### config.mk
export PLATFORM = sky130hd
export DESIGN_NAME = flaf_queue
export DESIGN_NICKNAME = d
export VERILOG_FILES = /design/src/design/flaf_pkg.sv /design/src/design/flaf_queue.sv
export SDC_FILE = /design/constraint.sdc
export NUM_CORES = 1
export LEC_CHECK = 0
export ABC_AREA = 1
export BUFFER_PORTS_ARGS = -buffer_cell sky130_fd_sc_hd__buf_2
export CAP_MARGIN = 10
export CORE_AREA = 2 2 222 224
export DETAILED_ROUTE_END_ITERATION = 10
export DIE_AREA = 0 0 224 226
export PLACE_DENSITY = 0.81
export RECOVER_POWER = 100
export SLEW_MARGIN = 15
export SYNTH_ARGS = -nofsm -noshare
export SYNTH_HDL_FRONTEND = slang
export SYNTH_SLANG_ARGS = --single-unit
### constraint.sdc
create_clock -name clk -period 16.7 [get_ports clk]
set_input_delay 3.34 -clock clk [delete_from_list [all_inputs] [get_ports clk]]
set_output_delay 3.34 -clock clk [all_outputs]
set_load 0.01 [all_outputs]
### src/design/flaf_pkg.sv
`timescale 1ns / 1ps
// Shared types, constants and fixed-point helpers of the flux-limited advection flux block.
// No dependencies.
package flaf_pkg;

  localparam int MAX_CELLS = 1024;
  localparam int FACE_W    = $clog2(MAX_CELLS + 1);
  localparam int MAG_W     = 62;
  localparam int CAP_W     = 63;

  localparam logic [1:0] LIM_SUPERBEE = 2'd0;
  localparam logic [1:0] LIM_UPWIND   = 2'd1;
  localparam logic [1:0] LIM_LAXWEN   = 2'd2;
  localparam logic [1:0] LIM_BEAMWARM = 2'd3;

  localparam logic [1:0] REG_INLET     = 2'd0;
  localparam logic [1:0] REG_TIME_STEP = 2'd1;
  localparam logic [1:0] REG_LIMITER   = 2'd2;
  localparam logic [1:0] REG_FLAT_THR  = 2'd3;

  localparam logic [MAG_W-1:0] MAG_CAP = MAG_W'(1) << 61;
  localparam logic signed [31:0] ONE_Q16 = 32'sd65536;

  typedef struct packed {
    logic [30:0] time_step;
    logic [1:0]  limiter_mode;
    logic [15:0] flat_threshold;
  } cfg_t;

  // One cell's worth of work for the arithmetic side.
  typedef struct packed {
    logic               start;
    logic               last;
    logic signed [31:0] t;
    logic signed [31:0] tup;
    logic signed [32:0] dup;
    logic signed [32:0] dif;
    logic signed [31:0] v;
    logic [30:0]        rho;
    logic [30:0]        cp;
    logic [30:0]        len;
    logic [FACE_W-1:0]  idx0;
    logic [FACE_W-1:0]  idx1;
  } job_t;

  function automatic logic [31:0] mag32(input logic signed [31:0] v);
    mag32 = v[31] ? 32'(-v) : 32'(v);
  endfunction

  function automatic logic [32:0] mag33(input logic signed [32:0] v);
    mag33 = v[32] ? 33'(-v) : 33'(v);
  endfunction

  function automatic logic [MAG_W-1:0] mag63(input logic signed [CAP_W-1:0] v);
    logic [CAP_W-1:0] m;
    m = v[CAP_W-1] ? CAP_W'(-v) : CAP_W'(v);
    mag63 = m[MAG_W-1:0];
  endfunction

  function automatic logic signed [32:0] limit_phi(input logic signed [31:0] th,
                                                   input logic [1:0] mode);
    logic signed [33:0] th2, a, b, p;
    th2 = 34'(th) <<< 1;
    a = (th2 < 34'sd65536) ? th2 : 34'sd65536;
    b = (34'(th) < 34'sd131072) ? 34'(th) : 34'sd131072;
    p = (a > b) ? a : b;
    unique case (mode)
      LIM_SUPERBEE: limit_phi = (p > 34'sd0) ? 33'(p) : 33'sd0;
      LIM_UPWIND:   limit_phi = 33'sd0;
      LIM_LAXWEN:   limit_phi = 33'(ONE_Q16);
      LIM_BEAMWARM: limit_phi = 33'(th);
    endcase
  endfunction

  function automatic logic [47:0] sat48(input logic signed [63:0] v);
    if (v > 64'sh0000_7FFF_FFFF_FFFF) begin
      sat48 = 48'h7FFF_FFFF_FFFF;
    end else if (v < -64'sh0000_8000_0000_0000) begin
      sat48 = 48'h8000_0000_0000;
    end else begin
      sat48 = v[47:0];
    end
  endfunction

endpackage

### src/design/flaf_queue.sv
`timescale 1ns / 1ps
// Two-entry job queue between front and back ends.
// Depends on flaf_pkg.
module flaf_queue (
  input  logic           clk,
  input  logic           rst_n,
  input  logic           wr_valid,
  output logic           wr_ready,
  input  flaf_pkg::job_t wr_data,
  output logic           rd_valid,
  input  logic           rd_ready,
  output flaf_pkg::job_t rd_data
);
  import flaf_pkg::*;

  job_t       slot_r [2];
  logic       wr_ptr_r, rd_ptr_r;
  logic [1:0] cnt_r;
  logic       push, pop;

  assign wr_ready = (cnt_r != 2'd2);
  assign rd_valid = (cnt_r != 2'd0);
  assign rd_data  = slot_r[rd_ptr_r];
  assign push     = wr_valid & wr_ready;
  assign pop      = rd_valid & rd_ready;

  always_ff @(posedge clk) begin
    if (push) begin
      slot_r[wr_ptr_r] <= wr_data;
    end
  end

  always_ff @(posedge clk) begin
    if (!rst_n) begin
      wr_ptr_r <= 1'b0;
      rd_ptr_r <= 1'b0;
      cnt_r    <= 2'd0;
    end else begin
      if (push) wr_ptr_r <= ~wr_ptr_r;
      if (pop)  rd_ptr_r <= ~rd_ptr_r;
      cnt_r <= cnt_r + 2'(push) - 2'(pop);
    end
  end

endmodule

==> flow_summary.yaml <==
run_status:
  status: "finished with violations"
  violations: "max-capacitance violations, max-slew violations"
place:
  place.port_buffers: 563
  gp_congestion: 0.790
  place_hpwl_um: 31400
global_route:
  grt_usage: 0.170
  antenna_found_initial: 13
  grt_max_degree: 135
  grt_pass1_wl_um: 64300
  grt_pass1_vias: 11200
  grt_overflow: 0
sta:
  slew_headroom: -3.05
  maxSlewViolCount: 509
  finalCritPeriodShare: 0.652
  fin_crit_ns: 10.89
  rsz0062_at_grt: "no"
  worst_pin_slew_ns: 6.04
  fin_worst_skew_ns: 0.0161
  hold_violations: 0
  setup_violations: 0
  fmax_ghz: 0.0918
  setup_tns_ns: 0
setup_path:
  arrival_ns: 10.97
  end_kind: "flop"
  worstPathMaxFanout: 77
  cpMostUsedCell: "clkbuf_1"
  slowest_delay_ns: 3.14
  worstPathRequired_ns: 16.78
  critPathKind: "in -> reg"
  critical_path.cell_chain: "clkbuf_1 -> nand2_1 -> nor2_1 -> clkbuf_1 -> clkbuf_1"
  slowest_stage: "clkbuf_1"
  startpoint_type: "input pin"
logic_synthesis:
  synth_compound_area_frac: 0.000472
  synthMuxAreaShare: 0.184
  syn_avg_cell_area_um2: 23.5
  synth_nets: 1189
  synth_top_area_cell: "edfxtp_1"
  synth_seq_area_share: 0.795
  yosys.area_share.simple: 0.00372
  synthesis.area_um2: 21200
  synth_fa_ha_area_frac: 0.00118
  ys.warnings.count: 0
  synth-xor-area-share: 0
  syn_inst: 904
  yosysTopAreaCellShare: 0.790
  synth.area.top_cells: "edfxtp_1 79%, mux2_4 14%, mux2_2 4.2%, buf_6 1.3%, dfxtp_1 0.47%"
  ys_ff_latch: 563
  synth_top_family_by_area: "multiplexers"
  ys_types: 12
clock_network:
  cts_setup_buffers: 0
  cts_tree: "done"
  cts_buffers: 55
  clock_latency_ns: 0.58
  cts_resized: 0
  htreeDepth: 2
  clkSinkCount: 563
  cts_max_path_buffers: 3
  ctsHoldBuffers: 0
  root_buffer: "clkbuf_16"
  cts.clk_slew.worst_paths_ns: 0.06
final_layout:
  seq_area_um2: 16900
  final_util: 0.522
  layout_commonest_cell: "edfxtp_1"
  final_nets: 1787
  syn_to_final_growth_pct: 19.0
  fill_cells: 4039
  drive_gt1_frac: 0.306
  multi_input_area_um2: 3270
  layout_common_cells: "558 x edfxtp_1, 322 x buf_2, 259 x clkbuf_1"
pwr:
  ir_worst_vdd_mv: 0.150
  total_leakage_power_nw: 8.85
  power.total_mw: 3.83
  power.density_nw_per_um2: 152
routing:
  drtAntennaViolNets: 0
  vias: 10700
  drcViolationCount: 0
  routed_wirelength_um: 45800
  drt_iter0_markers: 693
  routed_via_density: 4.94
  wl_per_cell_um: 21.1
  dr.pass1.iters: 4
die:
  dieArea_um2: 50600
  placementRows: 81
  num_io_pins: 564
  design.core.area_um2: 48300
  start_util: 0.439
  die_h_um: 226
  die_x_um: 224
flow_run:
  cap_violations: 8
hold_path:
  worst_hold_path_type: "reg -> reg"
-- state kept, by name (all words and copies together) (netlist names), named ones only --
name / count
cnt_r: 2
rd_ptr_r: 1
slot_r: 558
wr_ptr_r: 1
-- routing by layer --
metal | vias to the layer above | wire length [um] | global-route usage
met5 | - | 88 | 0
met4 | 14 | 1570 | 0.0673
met3 | 110 | 4620 | 0.0688
met2 | 512 | 22800 | 0.294
met1 | 5292 | 16700 | 0.186
li1 | 4798 | - | -
-- per-stage QoR --
step	cells	setup slack [ns]	hold WS (ns)	instance area, um^2
after global placement	2067	10.37	0.486	24600
after CTS	2167	9.70	0.537	26300
final	2172	5.81	0.540	25200
after detailed placement	2067	10.27	0.521	24600
after floorplan	904	0.810	0.467	21200
after global routing	2170	4.99	0.570	25200
-- synthesized netlist by cell type --
cell type / instances
buf_6: 25
nor2_1: 8
a21oi_1: 2
dfxtp_1: 5
nand3_1: 3
mux2_2: 79
edfxtp_1: 558
inv_1: 7
nand2_1: 9
buf_2: 6
mux2_4: 200
ha_1: 2
-- cell families after synthesis --
family,Yosys count
fa+ha+maj,2
compound gates,2
mux,279
buf+inv,38
simple gates,20
flops,563
-- layout make-up --
type                    instances  share of cell area
inverters                       7             0.00109
clock buffers                  70              0.0576
clock inverters                30              0.0102
repair buffers                572               0.102
flip-flops and latches        563               0.668
multi-input cells             303               0.130
diodes                          5            0.000496
well taps                     622              0.0308
-- where the power goes --
part	total, mW	switching [mW]	internal, mW	leakage (nW)
clock	1.17	0.495	0.675	0.834
combinational	0.790	0.480	0.310	2.76
sequential	1.87	0.0582	1.81	5.25
-- final timing paths --
kind	from	endpoint	slack [ns]	cells after the start
max	wr_valid	slot_r[0][75]	5.81	5
max reg2reg	cnt_r[0]	slot_r[0][75]	8.14	6
min	rd_ptr_r	rd_ptr_r	0.54	2
min reg2reg	rd_ptr_r	rd_ptr_r	0.54	2
-- critical path: cells and delay by family --
family | cells | cell delay [ns]
buffers and inverters | 3 | 5.39
and+or+nand+nor | 2 | 2.11
(Power assumes the default switching activity.)
