===== config.mk =====
export PLATFORM = sky130hd
export DESIGN_NAME = flaf_front_flat
export DESIGN_NICKNAME = d
export VERILOG_FILES = /design/src/design/flaf_pkg.sv /design/src/design/flaf_if.sv /design/src/design/flaf_front.sv /design/src/flat_wrapper.sv
export SDC_FILE = /design/constraint.sdc
export NUM_CORES = 1
export LEC_CHECK = 0
export ABC_AREA = 1
export ABC_CLOCK_PERIOD_IN_PS = 3100
export BUFFER_PORTS_ARGS = -buffer_cell sky130_fd_sc_hd__buf_4
export CAP_MARGIN = 30
export CORE_AREA = 3 3 185 187
export CTS_BUF_LIST = sky130_fd_sc_hd__clkbuf_4 sky130_fd_sc_hd__clkbuf_8 sky130_fd_sc_hd__clkbuf_16
export DETAILED_ROUTE_END_ITERATION = 6
export DIE_AREA = 0 0 188 190
export GPL_TIMING_DRIVEN = 0
export REMOVE_ABC_BUFFERS = 1
export SYNTH_ARGS = -nofsm -noshare
export SYNTH_HDL_FRONTEND = slang
export SYNTH_SLANG_ARGS = --single-unit

===== constraint.sdc =====
create_clock -name clk -period 3.1 [get_ports clk]
set_clock_uncertainty 0.05 [all_clocks]
set_input_delay 0 -clock clk [delete_from_list [all_inputs] [get_ports clk]]
set_output_delay 0 -clock clk [all_outputs]
set_load 0.02 [all_outputs]

===== src/design/flaf_pkg.sv =====
`timescale 1ns / 1ps
// Shared types, constants and fixed-point helpers of the flux-limited advection flux block.
// No dependencies.
package flaf_pkg;

  localparam int MAX_CELLS = 1024;
  localparam int FACE_W    = $clog2(MAX_CELLS + 1);
  localparam int MAG_W     = 62;
  localparam int CAP_W     = 63;

  localparam logic [1:0] LIM_SUPERBEE = 2'd0;
  localparam logic [1:0] LIM_UPWIND   = 2'd1;
  localparam logic [1:0] LIM_LAXWEN   = 2'd2;
  localparam logic [1:0] LIM_BEAMWARM = 2'd3;

  localparam logic [1:0] REG_INLET     = 2'd0;
  localparam logic [1:0] REG_TIME_STEP = 2'd1;
  localparam logic [1:0] REG_LIMITER   = 2'd2;
  localparam logic [1:0] REG_FLAT_THR  = 2'd3;

  localparam logic [MAG_W-1:0] MAG_CAP = MAG_W'(1) << 61;
  localparam logic signed [31:0] ONE_Q16 = 32'sd65536;

  typedef struct packed {
    logic [30:0] time_step;
    logic [1:0]  limiter_mode;
    logic [15:0] flat_threshold;
  } cfg_t;

  // One cell's worth of work for the arithmetic side.
  typedef struct packed {
    logic               start;
    logic               last;
    logic signed [31:0] t;
    logic signed [31:0] tup;
    logic signed [32:0] dup;
    logic signed [32:0] dif;
    logic signed [31:0] v;
    logic [30:0]        rho;
    logic [30:0]        cp;
    logic [30:0]        len;
    logic [FACE_W-1:0]  idx0;
    logic [FACE_W-1:0]  idx1;
  } job_t;

  function automatic logic [31:0] mag32(input logic signed [31:0] v);
    mag32 = v[31] ? 32'(-v) : 32'(v);
  endfunction

  function automatic logic [32:0] mag33(input logic signed [32:0] v);
    mag33 = v[32] ? 33'(-v) : 33'(v);
  endfunction

  function automatic logic [MAG_W-1:0] mag63(input logic signed [CAP_W-1:0] v);
    logic [CAP_W-1:0] m;
    m = v[CAP_W-1] ? CAP_W'(-v) : CAP_W'(v);
    mag63 = m[MAG_W-1:0];
  endfunction

  function automatic logic signed [32:0] limit_phi(input logic signed [31:0] th,
                                                   input logic [1:0] mode);
    logic signed [33:0] th2, a, b, p;
    th2 = 34'(th) <<< 1;
    a = (th2 < 34'sd65536) ? th2 : 34'sd65536;
    b = (34'(th) < 34'sd131072) ? 34'(th) : 34'sd131072;
    p = (a > b) ? a : b;
    unique case (mode)
      LIM_SUPERBEE: limit_phi = (p > 34'sd0) ? 33'(p) : 33'sd0;
      LIM_UPWIND:   limit_phi = 33'sd0;
      LIM_LAXWEN:   limit_phi = 33'(ONE_Q16);
      LIM_BEAMWARM: limit_phi = 33'(th);
    endcase
  endfunction

  function automatic logic [47:0] sat48(input logic signed [63:0] v);
    if (v > 64'sh0000_7FFF_FFFF_FFFF) begin
      sat48 = 48'h7FFF_FFFF_FFFF;
    end else if (v < -64'sh0000_8000_0000_0000) begin
      sat48 = 48'h8000_0000_0000;
    end else begin
      sat48 = v[47:0];
    end
  endfunction

endpackage


===== src/design/flaf_if.sv =====
`timescale 1ns / 1ps
// Cell and face channels with valid/ready handshake.
// No dependencies.
interface flaf_in_if;
  logic               valid;
  logic               ready;
  logic signed [31:0] cell_temperature;
  logic signed [31:0] flow_velocity;
  logic [30:0]        cell_density;
  logic [30:0]        specific_heat;
  logic [30:0]        cell_length;
  logic               last_cell;

  modport source(output valid, cell_temperature, flow_velocity, cell_density,
                 specific_heat, cell_length, last_cell, input ready);
  modport sink(input valid, cell_temperature, flow_velocity, cell_density,
               specific_heat, cell_length, last_cell, output ready);
endinterface



===== src/design/flaf_front.sv =====
`timescale 1ns / 1ps
// Front end: accepts cells, tracks column position and temperatures, builds jobs.
// Depends on flaf_pkg and flaf_in_if.
module flaf_front (
  input  logic                clk,
  input  logic                rst_n,
  flaf_in_if.sink             in_ch,
  input  logic signed [31:0]  inlet_temperature,
  output flaf_pkg::job_t      job,
  output logic                job_valid,
  input  logic                job_ready
);
  import flaf_pkg::*;

  logic signed [31:0] prior_t_r, older_t_r;
  logic [FACE_W-1:0]  fc_r;
  logic               start_r;
  logic [FACE_W-1:0]  idx0, n1;
  logic               accept;

  assign in_ch.ready = job_ready;
  assign job_valid   = in_ch.valid;
  assign accept      = in_ch.valid & job_ready;

  always_comb begin
    idx0 = start_r ? '0 : fc_r;
    n1   = (idx0 < FACE_W'(MAX_CELLS)) ? idx0 + FACE_W'(1) : idx0;
    job.start = start_r;
    job.last  = in_ch.last_cell;
    job.t     = in_ch.cell_temperature;
    job.tup   = start_r ? inlet_temperature : prior_t_r;
    job.dup   = start_r ? 33'sd0 : 33'(prior_t_r) - 33'(older_t_r);
    job.dif   = 33'(in_ch.cell_temperature) - 33'(job.tup);
    job.v     = in_ch.flow_velocity;
    job.rho   = in_ch.cell_density;
    job.cp    = in_ch.specific_heat;
    job.len   = in_ch.cell_length;
    job.idx0  = idx0;
    job.idx1  = n1;
  end

  always_ff @(posedge clk) begin
    if (!rst_n) begin
      prior_t_r <= '0;
      older_t_r <= '0;
      fc_r      <= '0;
      start_r   <= 1'b1;
    end else if (accept) begin
      older_t_r <= job.tup;
      prior_t_r <= in_ch.cell_temperature;
      fc_r      <= in_ch.last_cell ? '0 : n1;
      start_r   <= in_ch.last_cell;
    end
  end

endmodule


===== src/flat_wrapper.sv =====
// flat-port wrapper written by rule: the top's interface ports become plain ports
module flaf_front_flat import flaf_pkg::*;
  (clk, rst_n, inlet_temperature, job, job_valid, job_ready, in_ch_valid, in_ch_cell_temperature, in_ch_flow_velocity, in_ch_cell_density, in_ch_specific_heat, in_ch_cell_length, in_ch_last_cell, in_ch_ready);
  flaf_in_if in_ch_i ();
  input  logic clk;
  input  logic rst_n;
  input  logic signed [31:0] inlet_temperature;
  output flaf_pkg::job_t job;
  output logic job_valid;
  input  logic job_ready;
  input wire logic [$bits(in_ch_i.valid)-1:0] in_ch_valid;
  input wire logic [$bits(in_ch_i.cell_temperature)-1:0] in_ch_cell_temperature;
  input wire logic [$bits(in_ch_i.flow_velocity)-1:0] in_ch_flow_velocity;
  input wire logic [$bits(in_ch_i.cell_density)-1:0] in_ch_cell_density;
  input wire logic [$bits(in_ch_i.specific_heat)-1:0] in_ch_specific_heat;
  input wire logic [$bits(in_ch_i.cell_length)-1:0] in_ch_cell_length;
  input wire logic [$bits(in_ch_i.last_cell)-1:0] in_ch_last_cell;
  output wire logic [$bits(in_ch_i.ready)-1:0] in_ch_ready;
  assign in_ch_i.valid = in_ch_valid;
  assign in_ch_i.cell_temperature = in_ch_cell_temperature;
  assign in_ch_i.flow_velocity = in_ch_flow_velocity;
  assign in_ch_i.cell_density = in_ch_cell_density;
  assign in_ch_i.specific_heat = in_ch_specific_heat;
  assign in_ch_i.cell_length = in_ch_cell_length;
  assign in_ch_i.last_cell = in_ch_last_cell;
  assign in_ch_ready = in_ch_i.ready;
  flaf_front u_core (.clk(clk), .rst_n(rst_n), .in_ch(in_ch_i), .inlet_temperature(inlet_temperature), .job(job), .job_valid(job_valid), .job_ready(job_ready));
endmodule

==> impl_summary.log <==
[metrics] count of nets after finishing: 2151
[metrics] top cells by area, synth: nand2_1 (17%), dfxtp_1 (16%), buf_4 (12%)
[metrics] R2R cell count: 10
[metrics] Die Outline Area: 35700 µm²
[metrics] aggregate global routing overflow: 0
[metrics] IO buf count: 224
[metrics] routability-driven placement congestion ratio: 0.933
[metrics] Wirelength per Cell: 22.8 µm
[metrics] initial core utilization: 0.299
[metrics] violated checks: negative hold slack
[metrics] Core Region: 32600 µm²
[metrics] fraction of the cycle the final worst path needs: 0.965
[metrics] deepest level of the CTS H-tree: 3
[metrics] GRT Util Overall: 0.284
[metrics] number of different library cells in the post-synthesis netlist: 41
[metrics] post-route DRC violation count: 0
[metrics] clock tree from TritonCTS: yes
[metrics] setup violators final: 0
[metrics] number of vias in the routed layout: 11381
[metrics] top flip-flop cell by instance count after synthesis: dfxtp_1
[metrics] sum of routed wire length over all layers: 53.9 mm
[metrics] maximum resistive drop on vdd: 0.243 mV
[metrics] maximum number of pins on one net before global-route repair: 67
[metrics] CTS Buffer Depth: 2
[metrics] post-layout worst setup margin: 107 ps
[metrics] transition time at the pin with the least slew margin: 886 ps
[metrics] initial antenna violation count: 36
[metrics] Worst Hold Path Cells: 4
[metrics] share of cells above drive strength 1: 0.199
[metrics] Hold Slack: -2.21 ps
[metrics] CP required: 3050 ps
[metrics] summed area of non-filler cells in the final layout: 12900 µm²
[metrics] power per unit of standard cell area: 381 nW/µm²
[metrics] total of fill cells in the finished design: 3534
[metrics] Clock transition at path regs: 60 ps
[metrics] headroom to the max-slew limit: 0.407
[metrics] Worst Min Path Start: inlet_temperature[0]
[metrics] final hold violation count: 1
[metrics] Horiz. Die Dim: 188 µm
[metrics] leakage power summed over all cells: 6.74 nW
[metrics] via density per instance: 4.82
[metrics] origin of the worst setup path: u_core.start_r$_SDFFE_PN1P_
[metrics] pre-CTS setup slack: -564 ps
[metrics] cell at the root of the clock tree: clkbuf_16
[metrics] element type at the critical path start: flop
[metrics] final worst path period need: 2990 ps
[metrics] violation count after the first detailed-routing iteration: 736
[metrics] number of flops mapped to enable cells by yosys: 0
[metrics] syn avg cell area: 5.79 µm²
[metrics] sequential fraction of the synthesis area: 0.156
[metrics] instance count of the mapped netlist: 1681
[metrics] status: finished with violations
[metrics] total number of yosys warnings: 0
[metrics] I/O pin total: 475
[metrics] crit path kind: flop to output pin
[metrics] Antenna Nets Post-Route: 0
[metrics] Cell Area, Synth: 9740 µm²
[metrics] CP Max Fanout: 14
[metrics] worst min path class: input pin to flop
[metrics] maxcap violations: 0
[metrics] Inserted Clock Buffers: 9
[metrics] arrival time at the worst endpoint: 2940 ps
[metrics] synth-to-layout area growth: 32.5%
[metrics] overall power consumption: 4.91 mW
[metrics] cell type with the highest aggregate area in the netlist: nand2_1
[metrics] FF+latch count, synth: 76
[metrics] first-pass GRT wire length: 73.9 mm
[metrics] Worst R2R Start: u_core.start_r$_SDFFE_PN1P_
[metrics] RSZ-0062 raised after global routing: false
[metrics] leading cell types by count after synthesis: nand2_1 (437), inv_1 (265), nor2_1 (179)
[metrics] Async SR Flop Fraction: 0
[metrics] source-to-sink clock delay at the later pin of the worst-skew pair: 340 ps
[metrics] vias in the first global route: 10425
[metrics] achievable clock frequency: 334 MHz
[metrics] Slew Viols, Final: 0
[metrics] height of the die: 190 µm
[metrics] post-detailed-placement half-perimeter wirelength: 46.5 mm
[metrics] count of clock tree sinks: 76
[metrics] most common cell in the synthesized netlist: nand2_1
[metrics] accumulated negative setup slack: 0 ps
[metrics] CP Capture Type: output pin
[metrics] count of TritonRoute iterations in the first routing pass: 5
[metrics] Synth top area share: 0.168
[metrics] count of standard-cell rows: 66
[metrics] placed standard-cell area: 10700 µm²
-- path summary, 6_finish.rpt --
kind                                      end  slack, ps
max                                  job[174]        110
min reg2reg       u_core.fc_r[4]$_SDFFE_PN0P_        420
max reg2reg       u_core.fc_r[6]$_SDFFE_PN0P_        960
min          u_core.older_t_r[0]$_SDFFE_PN0P_         -2
-- registers in the layout (all words and copies together) (netlist names) --
name and count:
u_core.fc_r 11, u_core.older_t_r 32, u_core.prior_t_r 32, u_core.start_r 1
-- repair_timing --
action	CTS	global route
cloned	0	3
hold buffers	157	0
hold endpoints to repair	157	0
setup endpoints to repair	31	20
pin swaps	0	1
resized for setup	17	48
buffers inserted	3	5
-- final cells by class --
| cell class | count | area (µm²) | area share |
|---|---|---|---|
| Sequential cell | 76 | 1530 | 0.118 |
| Timing Repair Buffer | 393 | 3440 | 0.266 |
| Clock inverter | 2 | 10.0 | 0.000776 |
| Tap cell | 442 | 553 | 0.0429 |
| Timing Repair inverter | 2 | 22.5 | 0.00175 |
| Inverter | 297 | 1140 | 0.0884 |
| Multi-Input combinational cell | 1111 | 5890 | 0.456 |
| Clock buffer | 14 | 269 | 0.0208 |
| Antenna cell | 24 | 60.1 | 0.00465 |
-- metal layers --
layer,GRT usage,vias to the layer above,wire length (µm)
li1,-,5495,-
met1,0.382,5213,23900
met2,0.417,581,21800
met3,0.136,74,7040
met4,0.0511,18,1110
met5,0,-,108
-- metrics by stage --
stage,utilization,instances
finish,0.396,2361
detailed placement,0.327,2153
global placement,0.325,2150
global route,0.394,2342
floorplan,-,1484
CTS,0.385,2329
-- report_power, final --
group | switching [mW] | internal, mW | total [mW]
clock network | 0.391 | 0.597 | 0.988
logic | 1.83 | 1.01 | 2.84
registers | 0.0520 | 1.03 | 1.09
total | 2.27 | 2.65 | 4.91
-- cell families (layout without fill, tap and decap cells) --
family / count (synthesis) / count (layout) / share of synthesized area
compound gates: 270 / 270 / 0.152
xor+xnor: 21 / 21 / 0.0204
fa+ha+maj: 67 / 67 / 0.0876
buf+inv: 494 / 708 / 0.257
flops: 76 / 76 / 0.156
other cells: 0 / 24 / 0
simple gates: 753 / 753 / 0.327
-- layout by cell type (no fill, tap or decap), drive strengths merged --
master       Yosys  routed
a21o             4       4
inv            295     296
and2             5       5
buf            174     235
or2             33      33
diode            0      24
a21oi          125     125
xnor2            4       4
nand4           14      14
fa               2       2
dfxtp           76      76
xor2            17      17
dlygate4sd3      0     157
nand3b           2       2
clkbuf          23      15
nand3           47      47
nor2           190     190
nand2          444     444
o21ai          135     135
ha              65      65
o21bai           6       6
nor3            18      18
clkinv           2       5
-- critical path: stages, from the launching register on --
cell and delay (ps):
dfxtp_4 400, buf_12 170, buf_16 170, o21ai_4 230, ha_1 330, nand2_1 140, inv_1 50, a21oi_1 230
nand2_1 170, nand2_1 90, nand2_1 100, nand2_1 150, nand2_1 70, nand2_1 60, nand2_1 70, buf_4 160
(Power assumes the default switching activity.)
